### config.mk
export PLATFORM = sky130hd
export DESIGN_NAME = lzfd_front
export DESIGN_NICKNAME = d
export VERILOG_FILES = /design/src/sv/lzfd_pkg.sv /design/src/sv/lzfd_front.sv
export SDC_FILE = /design/constraint.sdc
export NUM_CORES = 1
export LEC_CHECK = 0
export BUFFER_PORTS_ARGS = -buffer_cell sky130_fd_sc_hd__buf_2
export CAP_MARGIN = 20
export CORE_ASPECT_RATIO = 1.75
export CORE_MARGIN = 5
export CORE_UTILIZATION = 45
export CTS_CLUSTER_DIAMETER = 120
export DETAILED_ROUTE_END_ITERATION = 7
export MAX_ROUTING_LAYER = met4
export PLACE_DENSITY = 0.66
export SYNTH_ARGS = -nofsm -noshare
export SYNTH_HDL_FRONTEND = slang
export SYNTH_SLANG_ARGS = --single-unit
### constraint.sdc
create_clock -name clk_i -period 3.8 [get_ports clk_i]
set_clock_uncertainty 0.1 [all_clocks]
set_input_delay 0.57 -clock clk_i [delete_from_list [all_inputs] [get_ports clk_i]]
set_output_delay 0.57 -clock clk_i [all_outputs]
set_load 0.1 [all_outputs]
### src/sv/lzfd_pkg.sv
package lzfd_pkg;

  typedef struct packed {
    logic [7:0] in_byte;
    logic       final_byte;
  } in_t;

  typedef struct packed {
    logic [63:0] out_bytes;
    logic [3:0]  byte_count;
    logic        run_last;
    logic        stream_done;
  } out_t;

  typedef enum logic [1:0] {
    OP_NONE,
    OP_LIT,
    OP_COPY
  } cmd_op_e;

  typedef struct packed {
    cmd_op_e     op;
    logic [7:0]  data;
    logic [8:0]  len;
    logic [13:0] off;
    logic        done;
  } cmd_t;

  typedef struct packed {
    logic full;
    logic empty;
  } q_stat_t;

  typedef enum logic [2:0] {
    PH_FLAG,
    PH_LIT,
    PH_KIND,
    PH_SBITS,
    PH_SOFF,
    PH_LB0,
    PH_LB1,
    PH_LEXT
  } phase_e;

  typedef enum logic [1:0] {
    BK_IDLE,
    BK_READ,
    BK_PUT,
    BK_FLUSH
  } bk_state_e;

  localparam logic [13:0] LONG_BASE   = 14'h2000;
  localparam logic [13:0] SHORT_BASE  = 14'h0100;
  localparam logic [8:0]  EXT_ADD     = 9'h00A;
  localparam logic [3:0]  FLAG_RELOAD = 4'd9;

endpackage

### src/sv/lzfd_front.sv
module lzfd_front (
  input  logic                  clk_i,
  input  logic                  rst_ni,
  input  logic                  in_valid_i,
  output logic                  in_stall_o,
  input  lzfd_pkg::in_t         in_data_i,
  input  lzfd_pkg::q_stat_t     q_stat_i,
  output logic                  push_o,
  output lzfd_pkg::cmd_t        cmd_o
);

  lzfd_pkg::phase_e phase_q, phase_d;
  logic [7:0]  fs_q, fs_d;
  logic [3:0]  bl_q, bl_d;
  logic [2:0]  cl_q, cl_d;
  logic [7:0]  hold_q, hold_d;
  logic [13:0] off_q, off_d;
  logic        fin_q, fin_d;
  logic        bitwork, accept, bit_now;
  logic [7:0]  b;
  logic [12:0] long_dist;
  logic [2:0]  cl_next;

  assign bitwork = !fin_q && (bl_q > 4'd1) &&
                   (phase_q == lzfd_pkg::PH_FLAG || phase_q == lzfd_pkg::PH_KIND ||
                    phase_q == lzfd_pkg::PH_SBITS);
  assign in_stall_o = bitwork || q_stat_i.full;
  assign accept     = in_valid_i && !in_stall_o;
  assign push_o     = accept;
  assign b          = in_data_i.in_byte;
  assign bit_now    = fs_q[0];
  assign long_dist  = 13'({b, 5'b0}) + 13'(hold_q[7:3]);
  assign cl_next    = {cl_q[1:0], bit_now};

  always_comb begin
    phase_d = phase_q;
    fs_d    = fs_q;
    bl_d    = bl_q;
    cl_d    = cl_q;
    hold_d  = hold_q;
    off_d   = off_q;
    fin_d   = fin_q;
    cmd_o.op   = lzfd_pkg::OP_NONE;
    cmd_o.data = b;
    cmd_o.len  = '0;
    cmd_o.off  = off_q;
    cmd_o.done = fin_q;
    if (bitwork) begin
      // one flag bit per cycle, lsb first
      bl_d = bl_q - 4'd1;
      fs_d = {1'b0, fs_q[7:1]};
      unique case (phase_q)
        lzfd_pkg::PH_FLAG: phase_d = bit_now ? lzfd_pkg::PH_LIT : lzfd_pkg::PH_KIND;
        lzfd_pkg::PH_KIND: begin
          if (bit_now) begin
            phase_d = lzfd_pkg::PH_LB0;
          end else begin
            cl_d    = 3'd1;
            phase_d = lzfd_pkg::PH_SBITS;
          end
        end
        default: begin
          cl_d = cl_next;
          if (cl_next[2]) phase_d = lzfd_pkg::PH_SOFF;
        end
      endcase
    end else if (accept && !fin_q) begin
      unique case (phase_q)
        lzfd_pkg::PH_LIT: begin
          cmd_o.op = lzfd_pkg::OP_LIT;
          phase_d  = lzfd_pkg::PH_FLAG;
        end
        lzfd_pkg::PH_SOFF: begin
          cmd_o.op  = lzfd_pkg::OP_COPY;
          cmd_o.len = 9'(cl_q) - 9'd2;
          cmd_o.off = lzfd_pkg::SHORT_BASE - 14'(b);
          phase_d   = lzfd_pkg::PH_FLAG;
        end
        lzfd_pkg::PH_LB0: begin
          hold_d  = b;
          phase_d = lzfd_pkg::PH_LB1;
        end
        lzfd_pkg::PH_LB1: begin
          if ((hold_q | b) == 8'd0) begin
            fin_d   = 1'b1;
            phase_d = lzfd_pkg::PH_FLAG;
          end else begin
            off_d = lzfd_pkg::LONG_BASE - {1'b0, long_dist};
            cmd_o.off = lzfd_pkg::LONG_BASE - {1'b0, long_dist};
            if (hold_q[2:0] != 3'd0) begin
              cmd_o.op  = lzfd_pkg::OP_COPY;
              cmd_o.len = 9'(hold_q[2:0]) + 9'd2;
              phase_d   = lzfd_pkg::PH_FLAG;
            end else begin
              phase_d = lzfd_pkg::PH_LEXT;
            end
          end
        end
        lzfd_pkg::PH_LEXT: begin
          cmd_o.op  = lzfd_pkg::OP_COPY;
          cmd_o.len = 9'(b) + lzfd_pkg::EXT_ADD;
          phase_d   = lzfd_pkg::PH_FLAG;
        end
        default: begin
          fs_d = b;
          bl_d = lzfd_pkg::FLAG_RELOAD;
        end
      endcase
      if (in_data_i.final_byte) fin_d = 1'b1;
      cmd_o.done = fin_d;
    end
  end

  always_ff @(posedge clk_i or negedge rst_ni) begin
    if (!rst_ni) begin
      phase_q <= lzfd_pkg::PH_FLAG;
      fs_q    <= '0;
      bl_q    <= 4'd1;
      cl_q    <= '0;
      hold_q  <= '0;
      off_q   <= '0;
      fin_q   <= 1'b0;
    end else begin
      phase_q <= phase_d;
      fs_q    <= fs_d;
      bl_q    <= bl_d;
      cl_q    <= cl_d;
      hold_q  <= hold_d;
      off_q   <= off_d;
      fin_q   <= fin_d;
    end
  end

endmodule

After elaboration in Yosys (flattened, before gate mapping). Cells that the tools add are included.

Add/sub/neg operators: 7. Magnitude comparators: 1. Equal/unequal tests: 10. Multiplexer cells: 31. Bitwise logic cells: 4. Reductions and logical operators: 23.

Operator list (count): 2-to-1 mux 24 bit (2); case mux 14 bit (2 select lines) (1); case mux 9 bit (3 select lines) (1); 2-to-1 mux 8 bit (3); 2-to-1 mux 3 bit (7); 2-to-1 mux 18 bit (1); 2-to-1 mux 4 bit (4); subtractor 14 x 13 -> 14 bit, first input constant (1); adder 13 x 5 -> 13 bit (1); == test 3 bit, second input constant (4); case mux 3 bit (2 select lines) (2); 2-to-1 mux 2 bit (5); subtractor 9 x 8 -> 10 bit, first input constant (1); adder 8 x 4 -> 9 bit, second input constant (1); case mux 3 bit (3 select lines) (1); AND reduction 3 bit (3); logical NOT 8 bit (1); OR 8 bit (1); == test 3 x 2 -> 1 bit, second input constant (2); case mux 2 bit (3 select lines) (1); OR reduction 5 bit (1); adder 3 x 2 -> 4 bit, second input constant (1); > comparator 4 x 1 -> 1 bit, second input constant (1); logical AND 1 bit (4); 18 further kinds (26).

Register bits: 41. Input bits: 14. Output and inout bits: 36. Word-level logic and storage cells: 83.

Longest topological paths before layout. Gate-level depths: netlist of the first run.

Word-level depth: 10. Gate-level depth with buffers: 7. Depth with buffers taken out: 6.

Worst setup path before layout of the first run. No wires, ideal clock.

Path kind: input port to output port. Start: in in_data_i[1] in the netlist's numbering. End: out cmd_o[0] in the netlist's numbering. Arrival: 4.451 ns. Data required time: 3.130 ns. Setup slack: -1.321 ns. Stages on the path: 5. Path buffers: 1. Path through: clkbuf_2 nor4_2 and4_1 a21oi_1 o41ai_1.

RTL lines: start, declared (RTL line lzfd_front.sv:6) `input lzfd_pkg::in_t in_data_i,`; end, declared (RTL line lzfd_front.sv:9) `output lzfd_pkg::cmd_t cmd_o`.

==> results of run 1 <==
power by group:
part	switching, mW	total, mW	leakage [nW]	internal (mW)
logic	0.142	0.184	0.946	0.0420
clock network	0.180	0.508	0.0831	0.328
registers	0.00425	0.450	0.496	0.446
total	0.327	1.14	1.53	0.816
sequential cells by signal, indices dropped and copies added, names as in the netlist:
signal and cells:
off_q 14, cl_q 3, hold_q 8, fs_q 8, fin_q 1, bl_q 4
phase_q 3
cell families (layout without fill, tap and decap cells):
logic type                 count (synthesis)  after routing
AOI/OAI and AO/OA                         87             87
adders and majority gates                  8              8
muxes                                     31             31
DFF                                       41             41
buffers and inverters                     52             92
xor gates and xnor gates                  15             15
and+or+nand+nor                           92             92
final timing paths:
path,startpoint,end,depth (start not counted)
min,rst_ni,off_q[13]$_DFFE_PN0P_,1
max,phase_q[0]$_DFFE_PN0P_,cmd_o[6],5
max in group asynchronous,rst_ni,hold_q[5]$_DFFE_PN0P_,1
max reg2reg,bl_q[0]$_DFFE_PN1P_,fs_q[5]$_DFFE_PN0P_,7
min in group clk_i,off_q[12]$_DFFE_PN0P_,off_q[12]$_DFFE_PN0P_,1
min reg2reg,off_q[12]$_DFFE_PN0P_,off_q[12]$_DFFE_PN0P_,1
per-stage QoR:
step	area [µm²]	utilization	hold WS, ns	worst slack (ns)	cells
6_report	3540	0.537	0.313	0.528	448
5_1_grt	3540	0.537	0.411	0.372	448
3_5_place_dp	3360	0.511	0.377	0.574	440
4_1_cts	3540	0.537	0.356	0.519	448
3_3_place_gp	3360	0.511	0.368	0.587	440
2_1_floorplan	3080	-	0.174	0.0220	326
area by class of cell:
cell class / count / area [µm²]
Inverter: 24 / 90.1
Multi-Input combinational cell: 233 / 1810
Clock buffer: 6 / 139
Sequential cell: 41 / 1030
Clock inverter: 2 / 37.5
Timing Repair Buffer: 60 / 330
Fill cell: 640 / 3050
Tap cell: 82 / 103
synth_stat cells, types with 4 or more instances:
master	count
and3_1	6
buf_2	5
a21oi_1	17
nor3b_1	4
nor2_1	18
nand2b_1	5
a22o_1	7
mux2_2	18
nor3_1	9
inv_1	24
clkbuf_1	12
nand2_1	10
o22ai_1	5
mux2i_1	8
o21ai_0	19
a221o_1	5
or3_1	4
dfrtp_1	40
xnor2_1	13
buf_4	9
ha_1	8
nand3_1	7
o2111ai_1	4
o211ai_1	4
mux2_1	5
per-layer routing:
layer | track usage | wire (µm) | share of wire
met3 | 0.0363 | 295 | 0.037
met2 | 0.355 | 4480 | 0.56
met5 | - | 0 | 0
met4 | 0.132 | 401 | 0.050
met1 | 0.201 | 2800 | 0.35
==> flow_metrics.py, run 1 <==
metrics = {
    "routing": {
        "antenna_left": 0,
        "drcViolationCount": 0,
        "drt_wl_total_um": 7980,
        "dr.pass1.iters": 4,
        "routed_via_density": 6.01,
        "drt_iter0_drc": 219,
        "routedWlPerCell_um": 17.8,
        "vias": 2693,
    },
    "status": {
        "status": "completed",
    },
    "floorplan": {
        "initial_core_util": 0.465,
        "fp.dieW_um": 72.4,
        "pin_count": 50,
        "coreArea_mm2": 0.00659,
        "rows": 39,
        "die_y_um": 119,
        "dieArea_mm2": 0.00862,
    },
    "sta": {
        "max_freq_ghz": 0.306,
        "maxSlewViolCount": 0,
        "worstMarginPinSlew_ns": 0.951,
        "finalSetupTns_ns": 0,
        "finalCritPeriodShare": 0.861,
        "setup-violations-final": 0,
        "rsz0062_at_grt": "no",
        "period_needed_ns": 3.27,
        "slew_headroom": 0.366,
        "hold_viol": 0,
    },
    "clock_network": {
        "clockBufferDepth": 2,
        "cts.sinks": 41,
        "ctsHtreeMaxLevel": 2,
        "tritoncts": "done",
        "cts_made_buffers": 5,
        "cts_resized": 0,
        "clkTransAtPathRegs_ns": 0.06,
        "clock_latency_ns": 0.29,
        "root_buffer": "clkbuf_16",
        "hold_buffers": 0,
        "cts_setup_buffers": 0,
    },
    "critical_path": {
        "r2r_setup_slack_ns": 1.13,
        "path_cells": "nand3b_1 > nor2_1 > a21boi_1 > o22ai_1 > buf_2",
        "crit_buf_inv": 1,
        "slowest_stage": "dfrtp_1",
        "critPathMaxFanout": 18,
        "cp.arrival_ns": 2.60,
        "crit_type": "register to output port",
        "crit_family": "simple AND/OR/NAND/NOR gates",
        "cp.required_ns": 3.13,
        "max_stage_delay_ns": 0.57,
        "start_kind": "register",
        "cp-end-kind": "output port",
    },
    "cells_and_area": {
        "nNetsFinal": 387,
        "layout_common_cells": "buf_2 (48), dfrtp_1 (40), inv_1 (24)",
        "area_growth_pct": 15.5,
        "drive_gt1_frac": 0.303,
        "layout_commonest_cell": "buf_2",
        "diodes": 0,
    },
    "pwr": {
        "leakagePower_nw": 1.53,
        "power_density_mw_per_mm2": 323,
        "power_mw": 1.14,
        "vdd_ir_drop_max_v": 0.000287,
    },
    "place": {
        "dp_hpwl_um": 6210,
        "gp_congestion": 0.940,
        "port_buffers": 48,
    },
    "yosys": {
        "async_flop_share": 1.00,
        "synth_fa_ha_area_frac": 0.0327,
        "synth_cells": 326,
        "synth-xor-area-share": 0.0429,
        "synth_top_family_by_area": "compound AO/OA/AOI/OAI gates",
        "synth_compound_area_frac": 0.206,
        "yosys_warnings": 0,
        "muxShareOfSynthArea": 0.111,
        "synth_area_mm2": 0.00306,
        "ys_ff_latch": 41,
        "synth_nets": 348,
        "yosys_most_used_dff": "dfrtp_1",
        "synth_cell_types": 66,
        "syn_avg_cell_area_um2": 9.40,
        "synth_edf_count": 0,
        "synth_simple_gate_area_share": 0.193,
        "synth_top_area_cell": "dfrtp_1",
        "synth.area.top_cells": "dfrtp_1 (33%), mux2_2 (6.6%), xnor2_1 (3.7%)",
        "synth_top_area_frac": 0.327,
        "synth_seq_area_share": 0.335,
    },
    "worst_hold_path": {
        "hold_class": "input pin to async pin",
    },
    "global_routing": {
        "antenna_found_initial": 0,
        "grt_pass1_vias": 2867,
        "grt_max_degree": 42,
        "grt_pass1_wl_um": 13400,
        "overflow": 0,
        "grt_usage": 0.203,
    },
    "job": {
        "max_cap_viol_count": 0,
    },
}
Note: power is estimated with default switching activity, not from simulation.
==> run 2: changes to the inputs <==
ABC_AREA = 1   (was not set)
==> flow_metrics.py, run 2 <==
metrics = {
    "global_routing": {
        "grt_pass1_wl_um": 13900,
        "grt_pass1_vias": 2923,
        "grt_usage": 0.211,
        "grt_max_degree": 42,
        "overflow": 0,
        "antenna_found_initial": 0,
    },
    "yosys": {
        "synth_cell_types": 34,
        "synth_top_area_frac": 0.323,
        "synth.top_cells.by_count": "nand2_1 (175), nor2_1 (46), dfrtp_1 (40), inv_1 (40), o21ai_0 (33)",
        "yosys_most_used_dff": "dfrtp_1",
        "synth_edf_count": 0,
        "synth_nets": 483,
        "synth.area.top_cells": "dfrtp_1 (32%), nand2_1 (21%), nor2_1 (5.6%)",
        "synth_cells": 461,
        "synth_seq_area_share": 0.331,
        "ys_ff_latch": 41,
        "synth_area_mm2": 0.00310,
        "async_flop_share": 1.00,
        "synth_top_area_cell": "dfrtp_1",
        "yosys.cell_count.top_type": "nand2_1",
        "syn_avg_cell_area_um2": 6.73,
        "yosys_warnings": 0,
    },
    "clock_network": {
        "cts_setup_buffers": 0,
        "hold_buffers": 0,
        "cts.sinks": 41,
        "root_buffer": "clkbuf_16",
        "clock_latency_ns": 0.29,
        "clkTransAtPathRegs_ns": 0.06,
        "clockBufferDepth": 2,
        "tritoncts": "done",
        "cts_resized": 0,
        "cts_made_buffers": 5,
        "ctsHtreeMaxLevel": 2,
    },
    "pwr": {
        "power_mw": 1.07,
        "vdd_ir_drop_max_v": 0.000282,
        "power_density_mw_per_mm2": 303,
        "leakagePower_nw": 1.83,
    },
    "cells_and_area": {
        "area_growth_pct": 13.6,
        "diodes": 0,
        "layout_commonest_cell": "nand2_1",
        "largest_register_ffs": 14,
        "largest-register": "off_q",
        "layoutNonFillerInstCount": 586,
        "drive_gt1_frac": 0.195,
        "top_regs": "off_q x14, fs_q x8, hold_q x8",
        "layout_common_cells": "nand2_1 (175), buf_2 (48), nor2_1 (46)",
        "nNetsFinal": 523,
        "fillers": 731,
    },
    "sta": {
        "finalSetupTns_ns": 0,
        "worstMarginPinSlew_ns": 0.631,
        "hold_slack_ns": 0.162,
        "slew_headroom": 0.579,
        "period_needed_ns": 3.44,
        "hold_viol": 0,
        "finalCritPeriodShare": 0.905,
        "max_freq_ghz": 0.291,
        "rsz0062_at_grt": "no",
        "maxSlewViolCount": 0,
        "setup-violations-final": 0,
    },
    "critical_path": {
        "path_cells": "ha_1 > inv_1 > nand2_1 > nand2_1 > nand3_2 > nand4_4 > nor2_4 > o21ai_0 > nand2_1 > buf_2",
        "cp-end-kind": "output port",
        "cpMostUsedCell": "nand2_1",
        "crit_type": "register to output port",
        "slowest_stage": "dfstp_2",
        "crit_buf_inv": 2,
        "cp.arrival_ns": 2.77,
        "crit_family": "simple AND/OR/NAND/NOR gates",
        "max_stage_delay_ns": 0.55,
        "crit-reg2reg-capture": "phase_q[2]$_DFFE_PN0P_",
        "r2r_setup_slack_ns": 1.49,
        "start_kind": "register",
        "r2r_start": "bl_q[0]$_DFFE_PN1P_",
        "cp.required_ns": 3.13,
        "critPathMaxFanout": 16,
        "reg2reg_depth": 12,
    },
    "place": {
        "gp_congestion": 0.988,
        "port_buffers": 48,
        "place_inst": 577,
        "dp_hpwl_um": 6560,
    },
    "routing": {
        "drt_wl_total_um": 8480,
        "antenna_left": 0,
        "routed_via_density": 5.21,
        "drcViolationCount": 0,
        "vias": 3054,
        "drt_iter0_drc": 196,
        "routedWlPerCell_um": 14.5,
        "dr.pass1.iters": 5,
    },
    "floorplan": {
        "rows": 40,
        "fp.dieW_um": 72.7,
        "pin_count": 50,
        "initial_core_util": 0.456,
        "die_y_um": 120,
        "coreArea_mm2": 0.00681,
        "dieArea_mm2": 0.00872,
    },
    "status": {
        "status": "completed",
    },
    "worst_hold_path": {
        "hold_class": "input pin to async pin",
    },
    "job": {
        "max_cap_viol_count": 0,
    },
}
-- run 2: cell types whose count changed in the layout (fill, tap and decap cells not counted), sizes merged, moves of 7 or more --
cell / before / now
buf: 60 / 49
mux2i: 8 / 0
nand3: 7 / 29
nor2: 19 / 54
o21ai: 19 / 51
a22o: 7 / 0
nand2: 10 / 180
inv: 24 / 46
mux2: 23 / 0
xnor2: 13 / 2
-- run 2: cell type report --
class | count | area [µm²] | share of cell area
sequential | 41 | 1030 | 0.292
clock buffer | 6 | 139 | 0.0394
inverter | 46 | 175 | 0.0497
multi-input combinational | 358 | 1770 | 0.503
timing repair buffer | 49 | 268 | 0.0760
clock inverter | 2 | 37.5 | 0.0107
tap | 84 | 105 | 0.0298
-- run 2: report_power, final --
| part | internal, mW | switching (mW) | leakage (nW) |
|---|---|---|---|
| registers | 0.436 | 0 | 0.544 |
| clock network | 0.328 | 0.185 | 0.0831 |
| logic | 0.0226 | 0.0944 | 1.20 |
-- run 2: kinds of logic (layout without fill, tap and decap cells) --
| logic type | after synthesis | after routing | share of synthesized area |
|---|---|---|---|
| compound gates | 75 | 75 | 0.149 |
| flops | 41 | 41 | 0.331 |
| fa+ha+maj | 8 | 8 | 0.0323 |
| simple gates | 271 | 271 | 0.377 |
| buf+inv | 62 | 103 | 0.0989 |
| xor+xnor | 4 | 4 | 0.0113 |
-- run 2: worst max-delay path by stage --
stage | cells after the start | startpoint | end
floorplan | 9 | bl_q[0]$_DFFE_PN1P_ | cmd_o[15]
global placement | 12 | in_data_i[1] | cmd_o[14]
detailed placement | 12 | in_data_i[1] | cmd_o[14]
CTS | 10 | bl_q[0]$_DFFE_PN1P_ | cmd_o[3]
global route | 10 | bl_q[0]$_DFFE_PN1P_ | cmd_o[3]
finish | 10 | bl_q[0]$_DFFE_PN1P_ | cmd_o[3]
-- run 2: metrics by stage --
step	setup WS, ns	util	cell area [µm²]
finish	0.360	0.518	3520
global route	0.156	0.518	3520
CTS	0.355	0.514	3500
detailed placement	0.528	0.488	3320
global placement	0.548	0.488	3320
floorplan	0.246	-	3110
-- run 2: layer usage --
layer / up-vias / GRT usage / wire, µm
li1: 1547 / - / -
met1: 1402 / 0.227 / 3370
met2: 86 / 0.378 / 4460
met3: 19 / 0.0310 / 395
met4: 0 / 0.0797 / 250
met5: - / - / 0
