<file path="config.mk">
export PLATFORM = sky130hd
export DESIGN_NAME = lzfd_cmd_queue
export DESIGN_NICKNAME = d
export VERILOG_FILES = /design/src/sv/lzfd_pkg.sv /design/src/sv/lzfd_cmd_queue.sv
export SDC_FILE = /design/constraint.sdc
export NUM_CORES = 1
export LEC_CHECK = 0
export BUFFER_PORTS_ARGS = -buffer_cell sky130_fd_sc_hd__buf_2
export CORE_ASPECT_RATIO = 1.5
export CORE_MARGIN = 5
export CORE_UTILIZATION = 56
export DETAILED_ROUTE_END_ITERATION = 10
export PLACE_DENSITY = 0.84
export SYNTH_ARGS = -nofsm -noshare
export SYNTH_HDL_FRONTEND = slang
export SYNTH_SLANG_ARGS = --single-unit
</file>
<file path="constraint.sdc">
create_clock -name clk_i -period 4.8 [get_ports clk_i]
set_clock_uncertainty 0.2 [all_clocks]
set_input_delay 0.24 -clock clk_i [delete_from_list [all_inputs] [get_ports clk_i]]
set_output_delay 0.24 -clock clk_i [all_outputs]
set_load 0.01 [all_outputs]
</file>
<file path="src/sv/lzfd_pkg.sv">
package lzfd_pkg;

  typedef struct packed {
    logic [7:0] in_byte;
    logic       final_byte;
  } in_t;

  typedef struct packed {
    logic [63:0] out_bytes;
    logic [3:0]  byte_count;
    logic        run_last;
    logic        stream_done;
  } out_t;

  typedef enum logic [1:0] {
    OP_NONE,
    OP_LIT,
    OP_COPY
  } cmd_op_e;

  typedef struct packed {
    cmd_op_e     op;
    logic [7:0]  data;
    logic [8:0]  len;
    logic [13:0] off;
    logic        done;
  } cmd_t;

  typedef struct packed {
    logic full;
    logic empty;
  } q_stat_t;

  typedef enum logic [2:0] {
    PH_FLAG,
    PH_LIT,
    PH_KIND,
    PH_SBITS,
    PH_SOFF,
    PH_LB0,
    PH_LB1,
    PH_LEXT
  } phase_e;

  typedef enum logic [1:0] {
    BK_IDLE,
    BK_READ,
    BK_PUT,
    BK_FLUSH
  } bk_state_e;

  localparam logic [13:0] LONG_BASE   = 14'h2000;
  localparam logic [13:0] SHORT_BASE  = 14'h0100;
  localparam logic [8:0]  EXT_ADD     = 9'h00A;
  localparam logic [3:0]  FLAG_RELOAD = 4'd9;

endpackage

</file>
<file path="src/sv/lzfd_cmd_queue.sv">
module lzfd_cmd_queue (
  input  logic              clk_i,
  input  logic              rst_ni,
  input  logic              push_i,
  input  lzfd_pkg::cmd_t    data_i,
  input  logic              pop_i,
  output lzfd_pkg::cmd_t    data_o,
  output lzfd_pkg::q_stat_t stat_o
);

  lzfd_pkg::cmd_t slot_q [2];
  logic       wp_q, rp_q;
  logic [1:0] cnt_q;

  assign data_o       = slot_q[rp_q];
  assign stat_o.full  = cnt_q == 2'd2;
  assign stat_o.empty = cnt_q == 2'd0;

  always_ff @(posedge clk_i) begin
    if (push_i) slot_q[wp_q] <= data_i;
  end

  always_ff @(posedge clk_i or negedge rst_ni) begin
    if (!rst_ni) begin
      wp_q  <= 1'b0;
      rp_q  <= 1'b0;
      cnt_q <= '0;
    end else begin
      if (push_i) wp_q <= !wp_q;
      if (pop_i) rp_q <= !rp_q;
      cnt_q <= cnt_q + 2'(push_i) - 2'(pop_i);
    end
  end

endmodule

</file>
== Word-level counts from Yosys, hierarchy flattened ==
Memory sizes are Yosys's and may differ from the RTL's.
Index checks and enable logic that the tools add are counted.

* Reductions and logical operators: 3
* Shifts and indexed selects: 0
* Multipliers: 0
* $lt $le $gt $ge: 0
* $add $sub $neg: 2
* Muxes and demuxes: 2
* Bitwise logic cells: 0
* Eq/ne operators: 1
* Divide/modulo/power cells: 0

{| class="wikitable"
|+ Operators with widths
! operator !! number
|-
| $add A2 B1 Y2 || 1
|-
| $eq A2 B2 Y1 const B || 1
|-
| $logic_not A1 Y1 || 2
|-
| $logic_not A2 Y1 || 1
|-
| $mux W1 || 2
|-
| $sub A2 B1 Y2 || 1
|}

* Flip-flop bits (word level): 4
* Logic and storage cells: 12
* Bits in read-only memories: 0
* Input bits: 38
* Latch bits: 0
* RAM bits: 68
* Memories: 1
* Output and inout port bits: 36

{| class="wikitable"
|+ Memory list
! name !! depth !! bits a word !! read ports !! clocked after Yosys merged registers in !! wr ports !! RTL line !! text
|-
| slot_q || 2 || 34 || 1 || 0 || 1 || lzfd_cmd_queue.sv:11 || <nowiki>lzfd_pkg::cmd_t slot_q [2];</nowiki>
|}

== Logic depth before layout (Yosys ltp) ==
Gate-level depths: netlist (run 1).

* Depth in word-level cells: 2
* Mapped depth: 5
* Depth with buffers taken out: 5

== Least setup slack after synthesis (run 1) ==
Ideal clock, no wire load.

* Path kind: reg2reg
* Start: register wp_q
* End: memory slot_q[0][0] (netlist bit) (enable)
* Path slack: 2241 ps
* Period minus slack after synthesis: 2559 ps
* Cell stages (with the launch flop): 2
* Required time: 4171 ps
* Arrival: 1930 ps
* Library setup time: 429 ps
* Buffers on the path: 0
* Cell sequence: dfrtp_1 nor2b_1

{| class="wikitable"
|+ RTL lines
! item !! RTL line !! text
|-
| start, declared || lzfd_cmd_queue.sv:12 || <nowiki>logic wp_q, rp_q;</nowiki>
|-
| start signal, assigned || lzfd_cmd_queue.sv:29 || <nowiki>if (push_i) wp_q <= !wp_q;</nowiki>
|-
| end, declared || lzfd_cmd_queue.sv:11 ||
|}

No word-level cell before the write port.

==> results of run 1 <==
## power by group
part	switching, mW	internal (mW)	total (mW)
clock	0.201	0.237	0.438
combinational	0.240	0.350	0.590
sequential	0.117	0.838	0.955
## cells in the mapped netlist (all sizes together)
cell type,number
edfxtp,68
nor2,1
nor2b,2
inv,2
and2,1
xor2,2
ha,2
mux2,34
buf,4
xor3,1
dfrtp,4
## sequential cells by signal, summed over array words and instances, names as in the netlist
name	cells
wp_q	1
rp_q	1
cnt_q	2
slot_q	68
## stage by stage
step	setup WS (ns)	area, sq um	power (mW)	util	instances
after floorplan	2.24	2800	1.38	-	121
after global placement	2.79	3190	1.51	0.659	257
after detailed placement	2.74	3190	1.54	0.659	257
after CTS	2.39	3750	2.00	0.774	310
after global routing	2.31	3750	2.09	0.774	310
final	2.41	3750	1.98	0.774	310
## kinds of logic after synthesis
family | synth area share
flops | 0.765
mux | 0.176
buf+inv | 0.0281
simple gates | 0.00804
xor+xnor | 0.0147
fa+ha+maj | 0.00893
## cell type report
type	instances	area share
multi-input cells	43	0.157
inverters	2	0.00200
flip-flops and latches	72	0.571
well taps	66	0.0220
clock inverters	6	0.0160
clock buffers	10	0.0340
repair buffers	111	0.198
## cells in the final DEF (no fill, tap or decap)
| cell | synthesis | final |
|---|---|---|
| bufinv_16 | 0 | 1 |
| buf_2 | 0 | 73 |
| xor3_1 | 1 | 1 |
| clkinv_2 | 0 | 3 |
| clkbuf_1 | 0 | 1 |
| dfrtp_2 | 0 | 1 |
| xor2_1 | 2 | 2 |
| nor2_1 | 1 | 1 |
| edfxtp_1 | 68 | 68 |
| mux2_2 | 5 | 5 |
| buf_4 | 0 | 1 |
| ha_1 | 2 | 2 |
| and2_1 | 1 | 1 |
| nor2b_4 | 0 | 1 |
| clkinvlp_4 | 0 | 2 |
| dfrtp_1 | 4 | 3 |
| nor2b_1 | 2 | 1 |
| mux2_4 | 29 | 29 |
| inv_1 | 2 | 2 |
| clkbuf_8 | 0 | 9 |
| dlygate4sd3_1 | 0 | 37 |
## critical path, delay by kind of cell, from the launching register on
kind     cells  cell delay (ns)
buf+inv      1             0.14
flops        1             1.05
mux          1             0.43
## worst max path at each step
| stage | cells after the start | end | startpoint |
|---|---|---|---|
| after global placement | 2 | data_o[33] | rp_q |
| after CTS | 2 | data_o[1] | rp_q |
| after floorplan | 1 | slot_q[0][0] | wp_q |
| after global routing | 2 | data_o[0] | rp_q |
| after detailed placement | 2 | slot_q[1][1] | wp_q |
| final | 2 | data_o[0] | rp_q |
## repair_timing
action,4_1_cts,5_1_grt
hold buffers,37,0
endpoints found under the hold margin,74,0
resized for setup,0,0
## per-layer routing
metal / vias up / part of all wire / GRT usage
li1: 705 / - / -
met2: 44 / 0.57 / 0.296
met5: - / 0 / 0
met4: 0 / 0.026 / 0.0875
met3: 11 / 0.052 / 0.0487
met1: 723 / 0.35 / 0.193
==> results.ini, run 1 <==
[critical_path]
cp_max_fo = 35
reg2reg_depth = 2
r2r-start = wp_q
startpoint_type = flip-flop
path_class = reg -> out
r2r_setup_slack_ns = 2.74
end_kind = output pin
cp_cell_sequence = mux2_2 -> buf_2
cpPeakStageDelay_ns = 1.05
crit_arrival_ns = 1.95
cp_slowest_cell = dfrtp_2
reg2reg_to = slot_q[1][24]
critPathRequiredTime_ns = 4.36

[floorplanning]
rows = 31
io_pins = 74
design.core.area_sq_mm = 0.00485
die_w_um = 67.8
dieArea_sq_mm = 0.00655
die_h_um = 96.6
initial_core_util = 0.578

[placement]
dp_hpwl_um = 3280
io_buffers = 73
gp_congestion = 0.716

[layout]
layout-drive-gt1-share = 0.512
syn2layout_area_growth_pct = 33.9
antennaDiodeCount = 0
fillers = 278
multi_input_area_sq_um = 588
seq_area_sq_mm = 0.00214
fin_nets = 279

[timing]
rsz0062_at_grt = no
final_hold_viol_count = 0
finalSetupTns_ns = 0
slew_headroom = 0.313
worst_slew_pin_slew_ns = 1.03
fmax_mhz = 418
finalCritPeriodShare = 0.498
finalSetupViolCount = 0
drv_slew = 0
whs_ns = 0.0395
finalCriticalPeriod_ns = 2.39

[clock_network]
clk_pin_slew_ns = 0.07
cts_setup_buffers = 0
cts_max_level = 3
cts_tree = done
cts.sinks = 72
insertion_delay_ns = 0.33
numCtsBuffers = 9
clock_path_buffers = 2
cts-root-buf = clkbuf_8

[logic_synthesis]
syn_nets = 161
yosysTopAreaCellShare = 0.729
yosysTopAreaCell = edfxtp_1
seq_area_frac_synth = 0.765
ys_warn_count = 0
netlist_area_sq_mm = 0.00280
synth_area_leaders = edfxtp_1, mux2_4, dfrtp_1
synth_cell_type_count = 13
synth_area_per_cell_sq_um = 23.2
ys_ff_latch = 72
synthCells = 121

[routing]
vias_per_cell = 4.78
routed_wl_um = 5020
wl_per_cell_um = 16.2
firstDrtPassIters = 4
drt_iter0_drc = 45
drc = 0
vias = 1483
ant_nets = 0

[min_path]
min_path_type = in -> async

[outcome]
outcome = complete, no violations

[power]
p_per_area_mw_per_mm2 = 529
leakage_nw = 1.55
vdd_drop_max_mv = 0.463

[global_routing]
grt_pass1_wl_um = 8200
grt_pass1_vias = 1650
grt_start_max_net_pins = 36
grtUsageTotal = 0.175
grt_overflow_total = 0
antenna_found_initial = 0

[flow_run]
max_cap_viol_count = 0

(Power assumes the default switching activity.)
==> run 2: changes to the inputs <==
Settings changed: ABC_AREA from default to 1, CORE_UTILIZATION 56 to 52, PLACE_DENSITY 0.84 to 0.79.
Clock period 4.8 ns to 2.35 ns, I/O delays scaled along.
==> results.ini, run 2 <==
[routing]
drc = 0  ; unchanged
routed_wl_um = 4900  ; was 5020 um
drt_iter0_drc = 56  ; was 45
vias_per_cell = 4.49  ; was 4.78
firstDrtPassIters = 3  ; was 4
wl_per_cell_um = 12.5  ; was 16.2 um
ant_nets = 0  ; unchanged
vias = 1763  ; was 1483

[layout]
syn2layout_area_growth_pct = 36.2  ; was 33.9%
fin_nets = 361  ; was 279
final_cell_mix = buf_2, edfxtp_1, inv_1, nand2_1, dlygate4sd3_1  ; was buf_2, edfxtp_1, dlygate4sd3_1, mux2_4, clkbuf_8
biggestRegsByFlops = slot_q x68, cnt_q x2  ; unchanged
multi_input_area_sq_um = 409  ; was 588 sq um
fillers = 336  ; was 278
antennaDiodeCount = 0  ; unchanged
largest_reg_flops = 68  ; unchanged
final_common_cell = buf_2  ; unchanged
top_register = slot_q  ; unchanged
layout-drive-gt1-share = 0.308  ; was 0.512
seq_area_sq_mm = 0.00214  ; unchanged

[timing]
finalCritPeriodShare = 0.843
drv_slew = 0  ; unchanged
finalSetupViolCount = 0  ; unchanged
worst_slew_pin_slew_ns = 0.578  ; was 1.03 ns
whs_ns = 0.302  ; was 0.0395 ns
finalCriticalPeriod_ns = 1.98
final_hold_viol_count = 0  ; unchanged
finalSetupTns_ns = 0  ; unchanged
slew_headroom = 0.615  ; was 0.313
rsz0062_at_grt = no  ; unchanged
fmax_mhz = 505

[clock_network]
cts.sinks = 72  ; unchanged
cts-root-buf = clkbuf_8  ; unchanged
cts_max_level = 3  ; unchanged
insertion_delay_ns = 0.33  ; about the same
cts_tree = done  ; unchanged
cts_resized = 0  ; unchanged
clk_pin_slew_ns = 0.07  ; about the same
clock_path_buffers = 2  ; unchanged
numCtsBuffers = 9  ; unchanged

[logic_synthesis]
ys_warn_count = 0  ; unchanged
netlist_area_sq_mm = 0.00277  ; was 0.00280 sq mm
ys.flop_type = edfxtp_1  ; unchanged
yosysTopAreaCellShare = 0.736  ; was 0.729
yosysTopAreaCell = edfxtp_1  ; unchanged
yosysMostFrequentCell = edfxtp_1  ; unchanged
synth-edff-count = 68  ; unchanged
syn_nets = 243  ; was 161
yosys-top-cells-count = edfxtp_1, inv_1, nand2_1  ; was edfxtp_1, mux2_4, mux2_2
seq_area_frac_synth = 0.773  ; was 0.765
synth_cell_type_count = 15  ; was 13
synth_area_leaders = edfxtp_1, inv_1, nand2_1  ; was edfxtp_1, mux2_4, dfrtp_1
synth_area_per_cell_sq_um = 13.7  ; was 23.2 sq um
async_flop_share = 0.0556  ; unchanged
ys_ff_latch = 72  ; unchanged
synthCells = 203  ; was 121

[critical_path]
cp_max_fo = 39  ; was 35
crit_arrival_ns = 1.66  ; was 1.95 ns
startpoint_type = flip-flop  ; unchanged
crit_buf_inv = 2  ; was 1
crit_family = flip-flops  ; unchanged
cpPeakStageDelay_ns = 0.74  ; was 1.05 ns
critPathRequiredTime_ns = 2.03  ; was 4.36 ns
end_kind = output pin  ; unchanged
cp_slowest_cell = dfrtp_2  ; unchanged
path_class = reg -> out  ; unchanged
cp_cell_sequence = buf_12 -> nand2_1 -> o21ai_0 -> buf_2  ; was mux2_2 -> buf_2

[power]
power_mw = 3.97  ; was 1.98 mW
pwr-share-clk = 0.226  ; was 0.221
vdd_drop_max_mv = 0.709  ; was 0.463 mV
power.net_switching_mw = 1.28  ; was 0.558 mW
p_per_area_mw_per_mm2 = 1050  ; was 529 mW/mm^2
p_seq_frac = 0.470  ; was 0.481
leakage_nw = 1.66  ; was 1.55 nW
swShare = 0.323  ; was 0.281
internal_power_mw = 2.69  ; was 1.43 mW
combPwrFrac = 0.304  ; was 0.298

[floorplanning]
rows = 32  ; was 31
io_pins = 74  ; unchanged
initial_core_util = 0.537  ; was 0.578
design.core.area_sq_mm = 0.00516  ; was 0.00485 sq mm
die_h_um = 99.4  ; was 96.6 um
dieArea_sq_mm = 0.00692  ; was 0.00655 sq mm
die_w_um = 69.6  ; was 67.8 um

[global_routing]
grt_pass1_wl_um = 8000  ; was 8200 um
grt_overflow_total = 0  ; unchanged
grt_pass1_vias = 1820  ; was 1650
grt_start_max_net_pins = 40  ; was 36
grtUsageTotal = 0.152  ; was 0.175
antenna_found_initial = 0  ; unchanged

[placement]
dp_hpwl_um = 3140  ; was 3280 um
gp_congestion = 0.669  ; was 0.716
io_buffers = 73  ; unchanged

[outcome]
outcome = complete, no violations  ; unchanged

[flow_run]
max_cap_viol_count = 0  ; unchanged

[min_path]
min_path_type = in -> reg  ; was in -> async

run 2: changes by cell type after synthesis, moves of 5 or more:
cell / change
inv_1: +39
mux2_2: -5
mux2_4: -29
nand2_1: +40
o21ai_0: +23
o21ai_1: +5
o21ai_2: +6
run 2: power by group through the flow:
stage	logic [mW]	clock network [mW]	registers, mW
6_report	1.21	0.898	1.87
5_1_grt	1.35	0.986	1.90
4_1_cts	1.23	0.921	1.87
2_1_floorplan	0.829	0	1.80
3_5_place_dp	1.17	0	1.90
3_3_place_gp	1.15	0	1.88
run 2: final timing paths:
check	startpoint	end	slack, ns	cells past startpoint
min in group asynchronous	rst_ni	wp_q	0.47	3
min reg2reg	wp_q	wp_q	0.35	1
max reg2reg	wp_q	slot_q[0][5]	0.77	2
max	rp_q	data_o[33]	0.37	4
max in group asynchronous	rst_ni	rp_q	1.28	3
min	data_i[10]	slot_q[1][10]	0.30	2
run 2: metal layers:
metal / wire length [um] / GRT usage / up-vias / part of all wire
met3: 262 / 0.0485 / 12 / 0.053
met1: 1860 / 0.147 / 797 / 0.38
met2: 2630 / 0.274 / 46 / 0.54
met4: 150 / 0.102 / 0 / 0.031
li1: - / - / 908 / -
met5: 0 / 0 / - / 0
run 2: logic make-up (layout without fill, tap and decap cells):
group | after synthesis | after routing | synth area share
simple gates | 44 | 44 | 0.0600
flops | 72 | 72 | 0.773
compound gates | 34 | 34 | 0.0695
fa+ha+maj | 2 | 2 | 0.00902
xor+xnor | 2 | 2 | 0.00632
buf+inv | 49 | 171 | 0.0826
run 2: area by class of cell:
cell class / count / share of cell area
Timing Repair Buffer: 115 / 0.212
Multi-Input combinational cell: 82 / 0.108
Clock inverter: 6 / 0.0162
Clock buffer: 9 / 0.0328
Inverter: 41 / 0.0407
Tap cell: 68 / 0.0225
Sequential cell: 72 / 0.567
run 2: metrics by stage:
step            util  cell area (sq um)  worst slack [ns]  cells
2_1_floorplan      -               2780             0.433    203
3_5_place_dp   0.622               3210             0.705    340
3_3_place_gp   0.622               3210             0.719    340
4_1_cts        0.731               3780             0.326    393
6_report       0.731               3780             0.369    393
5_1_grt        0.731               3780             0.210    393
run 2: timing repair:
item,4_1_cts,5_1_grt
endpoints found under the hold margin,75,0
hold buffers,38,0
buffers inserted,0,0
==> run 3: changes to the inputs <==
Settings changed: ABC_AREA 1 to 0, CORE_UTILIZATION 52 to 47, PLACE_DENSITY 0.79 to 0.75.
Clock period 2.35 ns to 1.75 ns, I/O delays scaled along.
==> results.ini, run 3 (synthesis gave the netlist of run 1 again) <==
[floorplanning]
dieArea_sq_mm = 0.00764  ; was 0.00692 sq mm
die_w_um = 73.0  ; was 69.6 um
initial_core_util = 0.484  ; was 0.537
rows = 34  ; was 32
design.core.area_sq_mm = 0.00579  ; was 0.00516 sq mm
die_h_um = 105  ; was 99.4 um
io_pins = 74  ; unchanged

[outcome]
outcome = complete, no violations  ; unchanged

[global_routing]
grt_pass1_vias = 1674  ; was 1820
grt_overflow_total = 0  ; unchanged
grtUsageTotal = 0.139  ; was 0.152
grt_start_max_net_pins = 23  ; was 40
grt_pass1_wl_um = 7730  ; was 8000 um
antenna_found_initial = 0  ; unchanged

[routing]
drc = 0  ; unchanged
ant_nets = 0  ; unchanged
routed_wl_um = 4740  ; was 4900 um
wl_met3_um = 308  ; was 262 um
wl_met2_um = 2700  ; was 2630 um
wl_per_cell_um = 14.7  ; was 12.5 um
drt_iter0_drc = 90  ; was 56
top_layer = met4  ; unchanged
wl_met1_um = 1590  ; was 1860 um
vias_per_cell = 4.57  ; was 4.49
vias = 1470  ; was 1763
firstDrtPassIters = 4  ; was 3

[clock_network]
numCtsBuffers = 9  ; unchanged
clock_path_buffers = 2  ; unchanged
clk_pin_slew_ns = 0.07  ; about the same
cts-root-buf = clkbuf_8  ; unchanged
insertion_delay_ns = 0.33  ; about the same
cts_tree = done  ; unchanged
cts.sinks = 72  ; unchanged
cts_setup_buffers = 0  ; unchanged
cts_max_level = 3  ; unchanged

[timing]
finalCriticalPeriod_ns = 1.70
final_hold_viol_count = 0  ; unchanged
worst_slew_pin_slew_ns = 0.299  ; was 0.578 ns
rsz0062_at_grt = yes  ; was no
finalCritPeriodShare = 0.972
fmax_mhz = 588
slew_headroom = 0.801  ; was 0.615
finalWorstSetupSlack_ns = 0.0493  ; was 0.369 ns
drv_slew = 0  ; unchanged
finalSetupViolCount = 0  ; unchanged

[placement]
dp_hpwl_um = 3000  ; was 3140 um
dpl_cell_area_sq_mm = 0.00327  ; was 0.00321 sq mm
pre_cts_ws_ns = 0.119  ; was 0.705 ns
dp.cells = 268  ; was 340
io_buffers = 73  ; unchanged
gp_congestion = 0.691  ; was 0.669

[critical_path]
reg2reg_to = cnt_q[1]  ; was slot_q[0][5]
end_kind = output pin  ; unchanged
reg2reg_depth = 5  ; was 2
crit_arrival_ns = 1.41  ; was 1.66 ns
r2r-start = cnt_q[0]  ; was wp_q
r2r_setup_slack_ns = 0.11  ; was 0.77 ns
path_class = reg -> out  ; unchanged
cp_max_fo = 16  ; was 39
startpoint_type = flip-flop  ; unchanged
critPathRequiredTime_ns = 1.46  ; was 2.03 ns

[layout]
design_area_sq_mm = 0.00389  ; was 0.00378 sq mm
antennaDiodeCount = 0  ; unchanged
fillers = 430  ; was 336
multi_input_area_sq_um = 593  ; was 409 sq um
top_register = slot_q  ; unchanged
layout-drive-gt1-share = 0.520  ; was 0.308
final_cell_mix = buf_2, edfxtp_1, dlygate4sd3_1, mux2_4, clkbuf_8  ; was buf_2, edfxtp_1, inv_1, nand2_1, dlygate4sd3_1
final_common_cell = buf_2  ; unchanged
syn2layout_area_growth_pct = 38.9  ; was 36.2%
seq_area_sq_mm = 0.00214  ; unchanged
biggestRegsByFlops = slot_q x68, cnt_q x2  ; unchanged
largest_reg_flops = 68  ; unchanged
fin_nets = 285  ; was 361
final_cells = 322  ; was 393

[flow_run]
max_cap_viol_count = 0  ; unchanged

[min_path]
min_path_type = in -> reg  ; unchanged
hold_end = slot_q[1][15]  ; was slot_q[1][10]
holdPathStages = 2  ; unchanged
holdCritStartpoint = data_i[15]  ; was data_i[10]

[power]
power_mw = 5.82  ; was 3.97 mW
vdd_drop_max_mv = 0.903  ; was 0.709 mV
leakage_nw = 1.62  ; was 1.66 nW
p_per_area_mw_per_mm2 = 1500  ; was 1050 mW/mm^2

==> run 3: cell type report <==
class / count / area share
tap: 72 / 0.0232
clock inverter: 6 / 0.0277
clock buffer: 10 / 0.0328
multi-input combinational: 43 / 0.152
inverter: 2 / 0.00193
timing repair buffer: 117 / 0.211
sequential: 72 / 0.551
==> run 3: worst max-delay path by stage <==
stage              from           end  slack, ns  depth (start not counted)
2_1_floorplan      wp_q  slot_q[0][0]       0.20                          1
3_3_place_gp   cnt_q[0]      cnt_q[1]       0.22                          5
3_5_place_dp   cnt_q[0]      cnt_q[1]       0.12                          5
4_1_cts            rp_q     data_o[3]       0.01                          3
5_1_grt            rp_q     data_o[3]      -0.01                          3
6_report           rp_q     data_o[3]       0.05                          3
==> run 3: layer usage <==
metal,track usage,vias up
li1,-,717
met1,0.128,694
met2,0.249,50
met3,0.0509,9
met4,0.0831,0
met5,0,-
==> run 3: worst max-delay path: stages (launching register included) <==
cell	delay [ns]
dfrtp_2	0.41
buf_12	0.18
mux2_2	0.36
buf_2	0.14
==> run 3: power by group <==
part,internal [mW],total (mW),switching (mW)
combinational,1.06,1.92,0.855
clock,0.942,1.49,0.547
sequential,2.30,2.42,0.120
total,4.30,5.82,1.52
==> run 3: timing repair <==
item | 4_1_cts | 5_1_grt
setup endpoints to repair | 0 | 6
gates resized for setup | 0 | 2
hold buffers | 38 | 0
hold endpoints to repair | 76 | 0
==> run 3: metrics by stage <==
stage          utilization  hold WS (ns)  TNS, ns
2_1_floorplan            -        -0.408        0
3_3_place_gp         0.564        -0.304        0
3_5_place_dp         0.564        -0.303        0
4_1_cts              0.671         0.243        0
5_1_grt              0.673         0.261  -0.0410
6_report             0.673         0.271        0
